[src/hw/rtl/hlr_pkg.sv]
// ----------------------------------------------------------------------------
// hlr_pkg: shared types and constants for the histogram rectangle block
// Sizes of the column stack, field widths, the sequencer states and the
// command and status groups passed between controller and datapath.
// ----------------------------------------------------------------------------
package hlr_pkg;

    // capacity of the column stack
    localparam int MAX_COLUMNS = 1024;

    // field widths
    localparam int HEIGHT_W = 16;
    localparam int AREA_W   = 26;
    localparam int IDX_W    = $clog2(MAX_COLUMNS);
    localparam int CNT_W    = $clog2(MAX_COLUMNS + 1);
    localparam int PROD_W   = HEIGHT_W + CNT_W;

    // saturation limit of a score
    localparam logic [AREA_W-1:0] AREA_MAX = '1;

    // one stack entry: first column of the run and its height
    typedef struct packed {
        logic [IDX_W-1:0]    start;
        logic [HEIGHT_W-1:0] height;
    } t_entry;

    // sequencer states
    typedef enum logic [1:0] {
        ST_IDLE,
        ST_CMP,
        ST_LOAD,
        ST_EMIT
    } t_state;

    // controller to datapath
    typedef struct packed {
        logic capture;
        logic drop;
        logic pop;
        logic load_top;
        logic push;
        logic flush_start;
        logic emit;
    } t_cmd;

    // datapath to controller
    typedef struct packed {
        logic count_full;
        logic can_pop;
        logic flushing;
        logic last;
        logic out_free;
    } t_status;

endpackage

[src/hw/rtl/hlr_ctrl.sv]
// ----------------------------------------------------------------------------
// hlr_ctrl: sequencer for the column stack
// Takes a column, pops entries not below it (reloading the top after each), pushes it,
// and on the last column flushes the stack and hands over the result.
// ----------------------------------------------------------------------------
module hlr_ctrl import hlr_pkg::*; (
    input  logic    i_clk,
    input  logic    i_rst_n,
    input  logic    i_in_valid,
    input  logic    i_in_last,
    input  t_status i_status,
    output logic    o_in_ready,
    output t_cmd    o_cmd
);

    t_state r_state;
    t_state n_state;

    // hold the state
    always_ff @(posedge i_clk) begin
        if (!i_rst_n) begin
            r_state <= ST_IDLE;
        end else begin
            r_state <= n_state;
        end
    end

    // next state
    always_comb begin
        n_state = r_state;
        unique case (r_state)
            ST_IDLE: begin
                if (i_in_valid) begin
                    if (i_status.count_full && !i_in_last) begin
                        n_state = ST_IDLE;
                    end else begin
                        n_state = ST_CMP;
                    end
                end
            end
            ST_CMP: begin
                priority if (i_status.can_pop) begin
                    n_state = ST_LOAD;
                end else if (i_status.flushing) begin
                    n_state = ST_EMIT;
                end else if (i_status.last) begin
                    n_state = ST_CMP;
                end else begin
                    n_state = ST_IDLE;
                end
            end
            ST_LOAD: begin
                n_state = ST_CMP;
            end
            ST_EMIT: begin
                if (i_status.out_free) begin
                    n_state = ST_IDLE;
                end
            end
            default: begin
                n_state = ST_IDLE;
            end
        endcase
    end

    // commands
    always_comb begin
        o_cmd      = '0;
        o_in_ready = 1'b0;
        unique case (r_state)
            ST_IDLE: begin
                o_in_ready = 1'b1;
                if (i_in_valid) begin
                    // drop a column beyond capacity, still honour its last mark
                    if (i_status.count_full) begin
                        o_cmd.drop        = 1'b1;
                        o_cmd.flush_start = i_in_last;
                    end else begin
                        o_cmd.capture = 1'b1;
                    end
                end
            end
            ST_CMP: begin
                priority if (i_status.can_pop) begin
                    o_cmd.pop = 1'b1;
                end else if (!i_status.flushing) begin
                    o_cmd.push        = 1'b1;
                    o_cmd.flush_start = i_status.last;
                end
            end
            ST_LOAD: begin
                o_cmd.load_top = 1'b1;
            end
            ST_EMIT: begin
                o_cmd.emit = i_status.out_free;
            end
            default: begin
                o_cmd = '0;
            end
        endcase
    end

endmodule

[config.mk]
export PLATFORM = sky130hd
export DESIGN_NAME = hlr_ctrl
export DESIGN_NICKNAME = d
export VERILOG_FILES = /design/src/hw/rtl/hlr_pkg.sv /design/src/hw/rtl/hlr_ctrl.sv
export SDC_FILE = /design/constraint.sdc
export NUM_CORES = 1
export LEC_CHECK = 0
export ABC_AREA = 1
export BUFFER_PORTS_ARGS = -buffer_cell sky130_fd_sc_hd__clkbuf_2
export CAP_MARGIN = 0
export CORE_AREA = 2 2 39 41
export DETAILED_ROUTE_END_ITERATION = 8
export DIE_AREA = 0 0 41 43
export MAX_ROUTING_LAYER = met4
export PLACE_DENSITY = 0.38
export SLEW_MARGIN = 20
export SYNTH_ARGS = -nofsm -noshare
export SYNTH_HDL_FRONTEND = slang
export SYNTH_SLANG_ARGS = --single-unit
[constraint.sdc]
create_clock -name i_clk -period 1.82 [get_ports i_clk]
set_input_delay 0.273 -clock i_clk [delete_from_list [all_inputs] [get_ports i_clk]]
set_output_delay 0.273 -clock i_clk [all_outputs]
set_load 0.005 [all_outputs]
# Word-level counts from Yosys, hierarchy flattened
# Cells that the tools add are included.
[totals] out_inout_bits=8 ff_bits=2 wordCells=32
[classes] eq_ne=5 n_mux=22 n_reduce_logical=4
[ops] operator="$mux 2" count=8
[ops] operator="$mux 1" count=12
[ops] operator="$pmux 2 s4" count=1
[ops] operator="$eq 2x2->1 const B" count=2
[ops] operator="$ne 2x2->1 const B" count=2
[ops] operator="$eq 2x1->1 const B" count=1
[ops] operator="$logic_not 2->1" count=1
[ops] operator="$pmux 1 s2" count=1
[ops] operator="$reduce_and 2->1" count=1
[ops] operator="$logic_and 1x1->1" count=1
[ops] operator="$logic_not 1->1" count=1

# Longest topological paths before layout
# Gate-level depths: netlist (run 1).
[depth] ltp_word=5 mapped_depth=6 ltp_nobuf=6

# Least setup slack after synthesis (run 1)
# No wires, ideal clock.
[synth_timing] kind="register to output" start="register r_state[1]" end="output port o_cmd[1] (netlist bit)" path_slack_ns=0.738 path_buffers=0 arrival_time_ns=0.809 path_stages_with_launch=5 path_cell_list="dfxtp_1 -> nor2_2 -> inv_1 -> nor2_2 -> a22o_1"
[synth_rtl] item="from (decl)" line="hlr_ctrl.sv:16" rtl="t_state r_state;"
[synth_rtl] item="from (signal assigned)" line="hlr_ctrl.sv:24" rtl="r_state <= n_state;"
[synth_rtl] item="to (decl)" line="hlr_ctrl.sv:13" rtl="output t_cmd o_cmd"

==> out/qor.csv, run 1 <==
stage,metric,value,unit
run_status,status,"complete, no violations",
worst_setup_path,critPathMaxStageDelay,400,ps
power_and_ir_drop,power_leakage,0.000193,uW
sta,rsz0062_at_grt,false,
placed_design,placedCellCount,67,
route,drtAntennaViolNets,0,
placed_design,placed_cell_area,292,um2
route,drc,0,
job,cap_violations,0,
logic_synthesis,synthTopCellsByArea,"dfxtp_1 21%, inv_1 18%, nand2_1 18%",
floorplan,initial_utilization,13.8,%
layout,regArea,40.0,um2
route,drtPass1Iterations,1,
route,wl_per_cell,6.99,um
cts,worstSkewPairLatency,220,ps
sta,relSlewSlack,85.4,%
placed_design,gp_congestion,0.688,
layout,top_register,r_state,
worst_setup_path,path_cells,"inv_1, nand2_1, nor2_1, a22o_1, clkbuf_2",
logic_synthesis,ys_ff_latch,2,
logic_synthesis,syn_area_per_cell,5.47,um2
power_and_ir_drop,vdd_drop_max,0.253,mV
layout,layout_common_cells,"16 x clkbuf_2, 9 x inv_1, 9 x nand2_1",
worst_setup_path,cp-end-kind,primary output,
cts,cts_root_buf,clkbuf_4,
sta,skew,2.28,ps
layout,instances_no_fill,70,
layout,drive_gt1_share,44.4,%
cts,post_cts_buffers,0,
floorplan,io_pins,17,
layout,nets,65,
global_routing,grt_usage,6.88,%
power_and_ir_drop,fin_total_pwr,206,uW
sta,finalHoldWorstSlack,287,ps
layout,top_regs,r_state x2,
logic_synthesis,yosys_warnings,0,
worst_setup_path,arrival,1170,ps
logic_synthesis,syn_area,191,um2
layout,multi_input_area,114,um2
logic_synthesis,synth_seq_area_share,20.9,%
global_routing,antenna_found_initial,0,
sta,max_clock_freq,692,MHz
logic_synthesis,syn_inst,35,
global_routing,grt_pass1_vias,226,
floorplan,die_y,43,um
sta,period_share,79.4,%
floorplan,rows,14,
layout,largest_reg_flops,2,
placed_design,dp_hpwl,444,um
floorplan,fp.dieW,41,um
worst_setup_path,path_class,flip-flop to primary output,
logic_synthesis,synth_top_area_share,20.9,%
worst_setup_path,cp_top_family,flip-flops,
worst_setup_path,slowest_stage,dfxtp_1,
route,vias,259,
sta,layout_min_cycle_time,1440,ps
sta,finalMaxSlewViolations,0,
route,viasPerCell,3.70,
cts,cts.sinks,2,
sta,hold_viol_final,0,
floorplan,die_area,1760,um2
cts,cts_resized,0,
cts,htreeDepth,1,
cts,max-clock-path-buffers,2,
worst_setup_path,critPathBufInv,2,
worst_setup_path,crit_required,1550,ps
layout,fillers,174,
sta,worstMarginPinSlew,219,ps
layout,fin_area,314,um2
floorplan,core_region_area,1380,um2
worst_setup_path,startpoint_type,flip-flop,
cts,path_clk_slew,30,ps
logic_synthesis,syn_nets,44,
route,drt_wl_total,489,um
global_routing,grt_max_degree,7,
layout,diodes,0,
sta,setup_viol,0,
layout,final_common_cell,clkbuf_2,
power_and_ir_drop,powerDensity,657,nW/um2
cts,cts_hold_buf,0,
cts,cts_tree,done,
placed_design,port_buffers,16,
layout,area_growth,64.1,%
min_path,hold_class,input port to flip-flop,
sta,fin_setup_tns,0,ps
logic_synthesis,synth_area_leader_cell,dfxtp_1,
logic_synthesis,yosysUniqueCellTypes,12,
global_routing,grt-ovfl-total,0,
cts,cts_made_buffers,3,
route,drt_iter0_markers,0,
worst_setup_path,crit_path_max_fanout,5,
global_routing,grt_pass1_wl,800,um
## Yosys cell counts (all sizes together)
library cell and count:
nor3 2, a21oi 2, inv 10, dfxtp 2
a22o 1, nand3 2, o21bai 1, nand2 9
nor2 6
## cell families after synthesis
family,after synthesis,share of synthesized area (%)
buffers and inverters,10,19.6
AND/OR/NAND/NOR,19,43.8
AO/OA/AOI/OAI,4,15.7
flip-flops,2,20.9
## path summary, 6_finish.rpt
path	start	to	slack (ps)	depth (start not counted)
min reg2reg	r_state[1]	r_state[0]	600	2
max reg2reg	r_state[0]	r_state[0]	860	6
min	i_rst_n	r_state[0]	290	3
max	r_state[1]	o_cmd[1]	380	5
## per-layer routing
layer | share of wire [%] | GRT usage [%] | vias up
li1 | - | - | 144
met1 | 40 | 7.35 | 104
met2 | 49 | 10.9 | 9
met3 | 7.2 | 0 | 2
met4 | 3.5 | 6.00 | 0
met5 | 0 | - | -
## worst reg2reg max path: cells and delay by family (launching register included)
kind,cells,cell delay (ps)
flip-flops,1,420
AND/OR/NAND/NOR,4,310
AO/OA/AOI/OAI,1,110
buffers and inverters,1,60
## metrics by stage
stage	util (%)	setup slack, ps
floorplan	-	738
global placement	21.1	584
detailed placement	21.1	597
CTS	22.7	354
global route	22.7	273
finish	22.7	376
## power by group
group / internal, uW / switching, uW / leakage [uW]
Clock: 72.5 / 23.5 / 0.0000138
Sequential: 47.9 / 5.84 / 0.0000165
Combinational: 26.5 / 30.0 / 0.000163
## cell type report
cell class | count | area share, %
clock buffers | 3 | 7.17
inverters | 10 | 12.0
multi-input cells | 23 | 36.3
flip-flops and latches | 2 | 12.7
well taps | 16 | 6.37
repair buffers | 16 | 25.5
Power figures use the tool's default switching activity.
==> inputs of run 2 (changes only) <==
==> constraint.sdc (replaced) <==
create_clock -name i_clk -period 1.35 [get_ports i_clk]
set_input_delay 0.2025 -clock i_clk [delete_from_list [all_inputs] [get_ports i_clk]]
set_output_delay 0.2025 -clock i_clk [all_outputs]
set_load 0.005 [all_outputs]
==> run 2 against run 1 <==
  * Global-route usage shrank 0.21 points
  * Power grew 43%
  * Hold slack lost 82 ps
  * Setup slack lost 320 ps
  * Clock skew shrank 0.74 ps
  * Sequential share of layout area grew 0.77 points
  * Register-to-register slack lost 400 ps
  * First-iteration DRC count grew 2
  * Combinational power grew 61%
  * Critical path depth is the same
  * Critical path type unchanged
==> out/qor.csv, run 2 (same netlist as run 1, synthesis figures left out) <==
stage,metric,value,unit,change
run_status,status,"complete, no violations",,unchanged
cts,cts_tree,done,,unchanged
worst_setup_path,startpoint_type,flip-flop,,unchanged
worst_setup_path,rr_worst_depth,6,,unchanged
sta,setup_viol,0,,unchanged
route,vias,272,,was 259
layout,final_common_cell,clkbuf_2,,unchanged
layout,fillers,181,,was 174
sta,fin_ws,57.9,ps,was 376 ps
layout,area_growth,83.7,%,was 64.1%
placed_design,place_ws,184,ps,was 597 ps
layout,fin_area,352,um2,was 314 um2
power_and_ir_drop,p_int,208,uW,was 147 uW
cts,max-clock-path-buffers,2,,unchanged
power_and_ir_drop,vdd_drop_max,0.322,mV,was 0.253 mV
floorplan,io_pins,17,,unchanged
cts,htreeDepth,1,,unchanged
route,drt_wl_total,490,um,was 489 um
worst_setup_path,crit_path_start,r_state[0],,was r_state[1]
power_and_ir_drop,clockPowerShare,43.9,%,was 46.6%
cts,path_clk_slew,30,ps,about the same
floorplan,rows,14,,unchanged
sta,rsz0062_at_grt,false,,unchanged
power_and_ir_drop,seqPwrFrac,25.2,%,was 26.0%
placed_design,gp_congestion,0.638,,was 0.688
layout,diodes,0,,unchanged
global_routing,grt_max_degree,7,,unchanged
job,cap_violations,0,,unchanged
power_and_ir_drop,powerDensity,840,nW/um2,was 657 nW/um2
floorplan,core_region_area,1380,um2,unchanged
route,drtPass1Iterations,3,,was 1
cts,cts.sinks,2,,unchanged
layout,multi_input_area,129,um2,was 114 um2
route,drc,0,,unchanged
power_and_ir_drop,combPwrFrac,30.9,%,was 27.4%
worst_setup_path,r2r-start,r_state[0],,unchanged
worst_setup_path,cp-end-kind,primary output,,unchanged
layout,nets,67,,was 65
power_and_ir_drop,sw_frac_of_total,29.6,%,was 28.8%
sta,max_clock_freq,774,MHz,
layout,drive_gt1_share,57.1,%,was 44.4%
floorplan,die_area,1760,um2,unchanged
cts,cts_made_buffers,3,,unchanged
cts,worstSkewPairLatency,220,ps,about the same
route,wl_met1,193,um,was 194 um
global_routing,antenna_found_initial,0,,unchanged
power_and_ir_drop,switchingPower,87.3,uW,was 59.3 uW
floorplan,die_y,43,um,unchanged
global_routing,grt_pass1_vias,221,,was 226
worst_setup_path,crit_path_max_fanout,6,,was 5
worst_setup_path,arrival,1090,ps,was 1170 ps
layout,top_regs,r_state x2,,unchanged
layout,top_register,r_state,,unchanged
worst_setup_path,worstReg2RegEnd,r_state[0],,unchanged
cts,cts_root_buf,clkbuf_4,,unchanged
floorplan,fp.dieW,41,um,unchanged
sta,finalMaxSlewViolations,0,,unchanged
sta,skew,1.53,ps,was 2.28 ps
sta,layout_min_cycle_time,1290,ps,
layout,regArea,47.5,um2,was 40.0 um2
global_routing,grt_usage,6.67,%,was 6.88%
layout,final_core_util,25.4,%,was 22.7%
route,highest_layer,met4,,unchanged
layout,largest_reg_flops,2,,unchanged
route,drt_iter0_markers,2,,was 0
global_routing,grt_pass1_wl,772,um,was 800 um
route,viasPerCell,3.78,,was 3.70
min_path,worst_hold_path.num_cells,3,,unchanged
sta,relSlewSlack,89.5,%,was 85.4%
min_path,hold_class,input port to flip-flop,,unchanged
route,wl_met3,28,um,was 35 um
worst_setup_path,crit_end,o_cmd[1],,unchanged
floorplan,initial_utilization,13.8,%,unchanged
route,route.met2.wl,251,um,was 242 um
layout,layout_common_cells,"16 x clkbuf_2, 8 x nand2_1, 7 x inv_1",,"was 16 x clkbuf_2, 9 x inv_1, 9 x nand2_1"
power_and_ir_drop,fin_total_pwr,295,uW,was 206 uW
route,wl_per_cell,6.81,um,was 6.99 um
worst_setup_path,path_class,flip-flop to primary output,,unchanged
worst_setup_path,crit_required,1150,ps,was 1550 ps
power_and_ir_drop,power_leakage,0.000206,uW,was 0.000193 uW
placed_design,placed_cell_area,292,um2,unchanged
global_routing,grt-ovfl-total,0,,unchanged
placed_design,dp_hpwl,437,um,was 444 um
route,drtAntennaViolNets,0,,unchanged
placed_design,port_buffers,16,,unchanged
sta,hold_viol_final,0,,unchanged
sta,fin_setup_tns,0,ps,unchanged
sta,worstMarginPinSlew,157,ps,was 219 ps
worst_setup_path,r2r_slack,460,ps,was 860 ps
sta,period_share,95.7,%,
run 2: routing by layer:
| layer | vias up | global-route usage, % |
|---|---|---|
| met5 | - | - |
| met4 | 0 | 6.00 |
| met3 | 2 | 0 |
| met2 | 9 | 10.9 |
| met1 | 114 | 6.71 |
| li1 | 147 | - |
run 2: metrics by stage:
step / hold slack (ps) / cells
2_1_floorplan: 343 / 35
3_3_place_gp: 444 / 67
3_5_place_dp: 443 / 67
4_1_cts: 203 / 70
6_report: 204 / 72
5_1_grt: 209 / 72
run 2: power groups by stage:
stage	clock, uW	combinational [uW]	sequential [uW]
after global routing	147	102	75.9
after floorplan	0	44.9	71.7
final	130	91.2	74.4
after global placement	0	77.9	73.5
after CTS	136	79.5	74.0
after detailed placement	0	78.0	73.6
run 2: worst max-delay path, stage by stage, from the launching register on:
cell and delay [ps]:
dfxtp_4 360, nor2_4 130, inv_2 60, nor2_4 100, a22o_1 120, clkbuf_2 100
run 2: worst min-delay path by stage:
stage,startpoint,end,slack [ps]
2_1_floorplan,i_rst_n,r_state[0],340
3_5_place_dp,i_rst_n,r_state[0],440
6_report,i_rst_n,r_state[0],200
3_3_place_gp,i_rst_n,r_state[0],440
4_1_cts,i_rst_n,r_state[0],200
5_1_grt,i_rst_n,r_state[0],210
run 2: repair_timing:
action	in CTS	in global routing
pin swaps	0	4
buffers inserted	0	2
gates resized for setup	3	7
hold buffers	0	0
endpoints found under the setup margin	1	2
run 2: area by class of cell:
class / count / share of cell area, %
timing repair buffer: 18 / 27.0
tap: 16 / 5.69
sequential: 2 / 13.5
clock buffer: 3 / 6.41
inverter: 10 / 10.7
multi-input combinational: 23 / 36.7
==> inputs of run 3 (changes only) <==
--- a/config.mk
+++ b/config.mk
@@ -8,11 +8,14 @@
 export ABC_AREA = 1
 export BUFFER_PORTS_ARGS = -buffer_cell sky130_fd_sc_hd__clkbuf_2
 export CAP_MARGIN = 0
+export CELL_PAD_IN_SITES_DETAIL_PLACEMENT = 1
+export CELL_PAD_IN_SITES_GLOBAL_PLACEMENT = 1
 export CORE_AREA = 2 2 39 41
 export DETAILED_ROUTE_END_ITERATION = 8
 export DIE_AREA = 0 0 41 43
 export MAX_ROUTING_LAYER = met4
-export PLACE_DENSITY = 0.38
+export PLACE_DENSITY = 0.64
+export REMOVE_ABC_BUFFERS = 1
 export SLEW_MARGIN = 20
 export SYNTH_ARGS = -nofsm -noshare
 export SYNTH_HDL_FRONTEND = slang
==> run 3 against run 2 <==
  * Clock-buffer cell count unchanged
  * Highest routed layer is now met3
  * Die area unchanged
  * Hold slack got worse by 1.4 ps
  * Largest cell class unchanged
  * Register-to-register slack worse by 80 ps
==> out/qor.csv, run 3 (same netlist as run 1, synthesis figures left out) <==
stage,metric,value,unit,change
floorplan,rows,14,,unchanged
worst_setup_path,startpoint_type,flip-flop,,unchanged
global_routing,grt-ovfl-total,0,,unchanged
cts,cts_tree,done,,unchanged
min_path,hold_class,input port to flip-flop,,unchanged
layout,drive_gt1_share,53.6,%,was 57.1%
sta,layout_min_cycle_time,1290,ps,about the same
cts,htreeDepth,1,,unchanged
placed_design,placed_cell_area,292,um2,unchanged
route,wl_per_cell,7.46,um,was 6.81 um
sta,period_share,95.6,%,was 95.7%
sta,finalMaxSlewViolations,0,,unchanged
floorplan,initial_utilization,13.8,%,unchanged
worst_setup_path,cp-end-kind,primary output,,unchanged
sta,skew,0.634,ps,was 1.53 ps
worst_setup_path,crit_required,1150,ps,about the same
cts,cts.sinks,2,,unchanged
placed_design,placedCellCount,67,,unchanged
layout,top_register,r_state,,unchanged
cts,path_clk_slew,30,ps,about the same
global_routing,grt_pass1_vias,243,,was 221
placed_design,dp_hpwl,453,um,was 437 um
power_and_ir_drop,powerDensity,825,nW/um2,was 840 nW/um2
sta,hold_viol_final,0,,unchanged
route,drtAntennaViolNets,0,,unchanged
layout,top_regs,r_state x2,,unchanged
layout,final_common_cell,clkbuf_2,,unchanged
power_and_ir_drop,vdd_drop_max,0.446,mV,was 0.322 mV
worst_setup_path,path_class,flip-flop to primary output,,unchanged
layout,largest_reg_flops,2,,unchanged
layout,layout_common_cells,"16 x clkbuf_2, 9 x nand2_1, 8 x inv_1",,"was 16 x clkbuf_2, 8 x nand2_1, 7 x inv_1"
cts,cts_hold_buf,0,,unchanged
sta,setup_viol,0,,unchanged
route,vias,286,,was 272
global_routing,grt_pass1_wl,855,um,was 772 um
run_status,status,"complete, no violations",,unchanged
sta,fin_setup_tns,0,ps,unchanged
floorplan,die_y,43,um,unchanged
route,drtPass1Iterations,2,,was 3
placed_design,port_buffers,16,,unchanged
layout,area_growth,82.4,%,was 83.7%
floorplan,io_pins,17,,unchanged
route,drt_wl_total,537,um,was 490 um
layout,nets,67,,unchanged
global_routing,grt_usage,7.39,%,was 6.67%
worst_setup_path,arrival,1090,ps,about the same
sta,rsz0062_at_grt,true,,was false
job,cap_violations,0,,unchanged
worst_setup_path,crit_path_max_fanout,6,,unchanged
route,viasPerCell,3.97,,was 3.78
layout,fin_area,349,um2,was 352 um2
power_and_ir_drop,power_leakage,0.000207,uW,was 0.000206 uW
route,drt_iter0_markers,1,,was 2
cts,cts_made_buffers,3,,unchanged
cts,max-clock-path-buffers,2,,unchanged
layout,diodes,0,,unchanged
route,drc,0,,unchanged
sta,relSlewSlack,88.8,%,was 89.5%
global_routing,grt_max_degree,7,,unchanged
floorplan,fp.dieW,41,um,unchanged
floorplan,die_area,1760,um2,unchanged
sta,worstMarginPinSlew,166,ps,was 157 ps
sta,max_clock_freq,775,MHz,was 774 MHz
floorplan,core_region_area,1380,um2,unchanged
placed_design,gp_congestion,0.625,,was 0.638
cts,cts_root_buf,clkbuf_4,,unchanged
global_routing,antenna_found_initial,0,,unchanged
layout,instances_no_fill,72,,unchanged
cts,worstSkewPairLatency,220,ps,about the same
## run 3: cell counts in the layout (fill, tap and decap cells not counted)
No cell type changed its count.
## run 3: area by class of cell
cell class	count	area, um2
Clock buffer	3	22.5
Fill cell	192	1030
Inverter	10	37.5
Multi-Input combinational cell	23	126
Sequential cell	2	47.5
Tap cell	16	20.0
Timing Repair Buffer	18	95.1
## run 3: critical path, cell delays in order (launching register included)
cell	delay, ps
dfxtp_4	360
nor2_4	130
inv_2	60
nor2_4	100
a22o_1	120
clkbuf_2	100
## run 3: worst paths after layout
kind         startpoint         end  slack [ps]  cells after the start
max          r_state[0]    o_cmd[1]          60                      5
min             i_rst_n  r_state[0]         200                      3
max reg2reg  r_state[1]  r_state[0]         380                      6
min reg2reg  r_state[0]  r_state[0]         580                      2
## run 3: through the flow
step | hold WS [ps] | util [%] | power (uW) | setup WS (ps)
after floorplan | 343 | - | 117 | 338
after global placement | 439 | 21.1 | 150 | 212
after detailed placement | 441 | 21.1 | 152 | 197
after CTS | 193 | 22.9 | 293 | 7.89
after global routing | 199 | 25.2 | 315 | -13.8
final | 203 | 25.2 | 288 | 59.6
## run 3: per-layer routing
layer | vias up | part of all wire (%) | routed length [um] | GRT usage (%)
met3 | 0 | 5.4 | 29 | 5.24
met2 | 5 | 57 | 307 | 10.0
li1 | 147 | - | - | -
met5 | - | 0 | 0 | -
met4 | 0 | 0 | 0 | 4.00
met1 | 134 | 37 | 200 | 7.67
## run 3: repair_timing
item,4_1_cts,5_1_grt
setup endpoints to repair,1,1
pin swaps,0,4
gates resized for setup,2,6
buffers inserted,0,2
## run 3: power breakdown
part           internal (uW)  total (uW)  switching (uW)
clock                   97.7         127            29.6
combinational           42.4        87.8            45.4
sequential              64.2        73.1            8.86
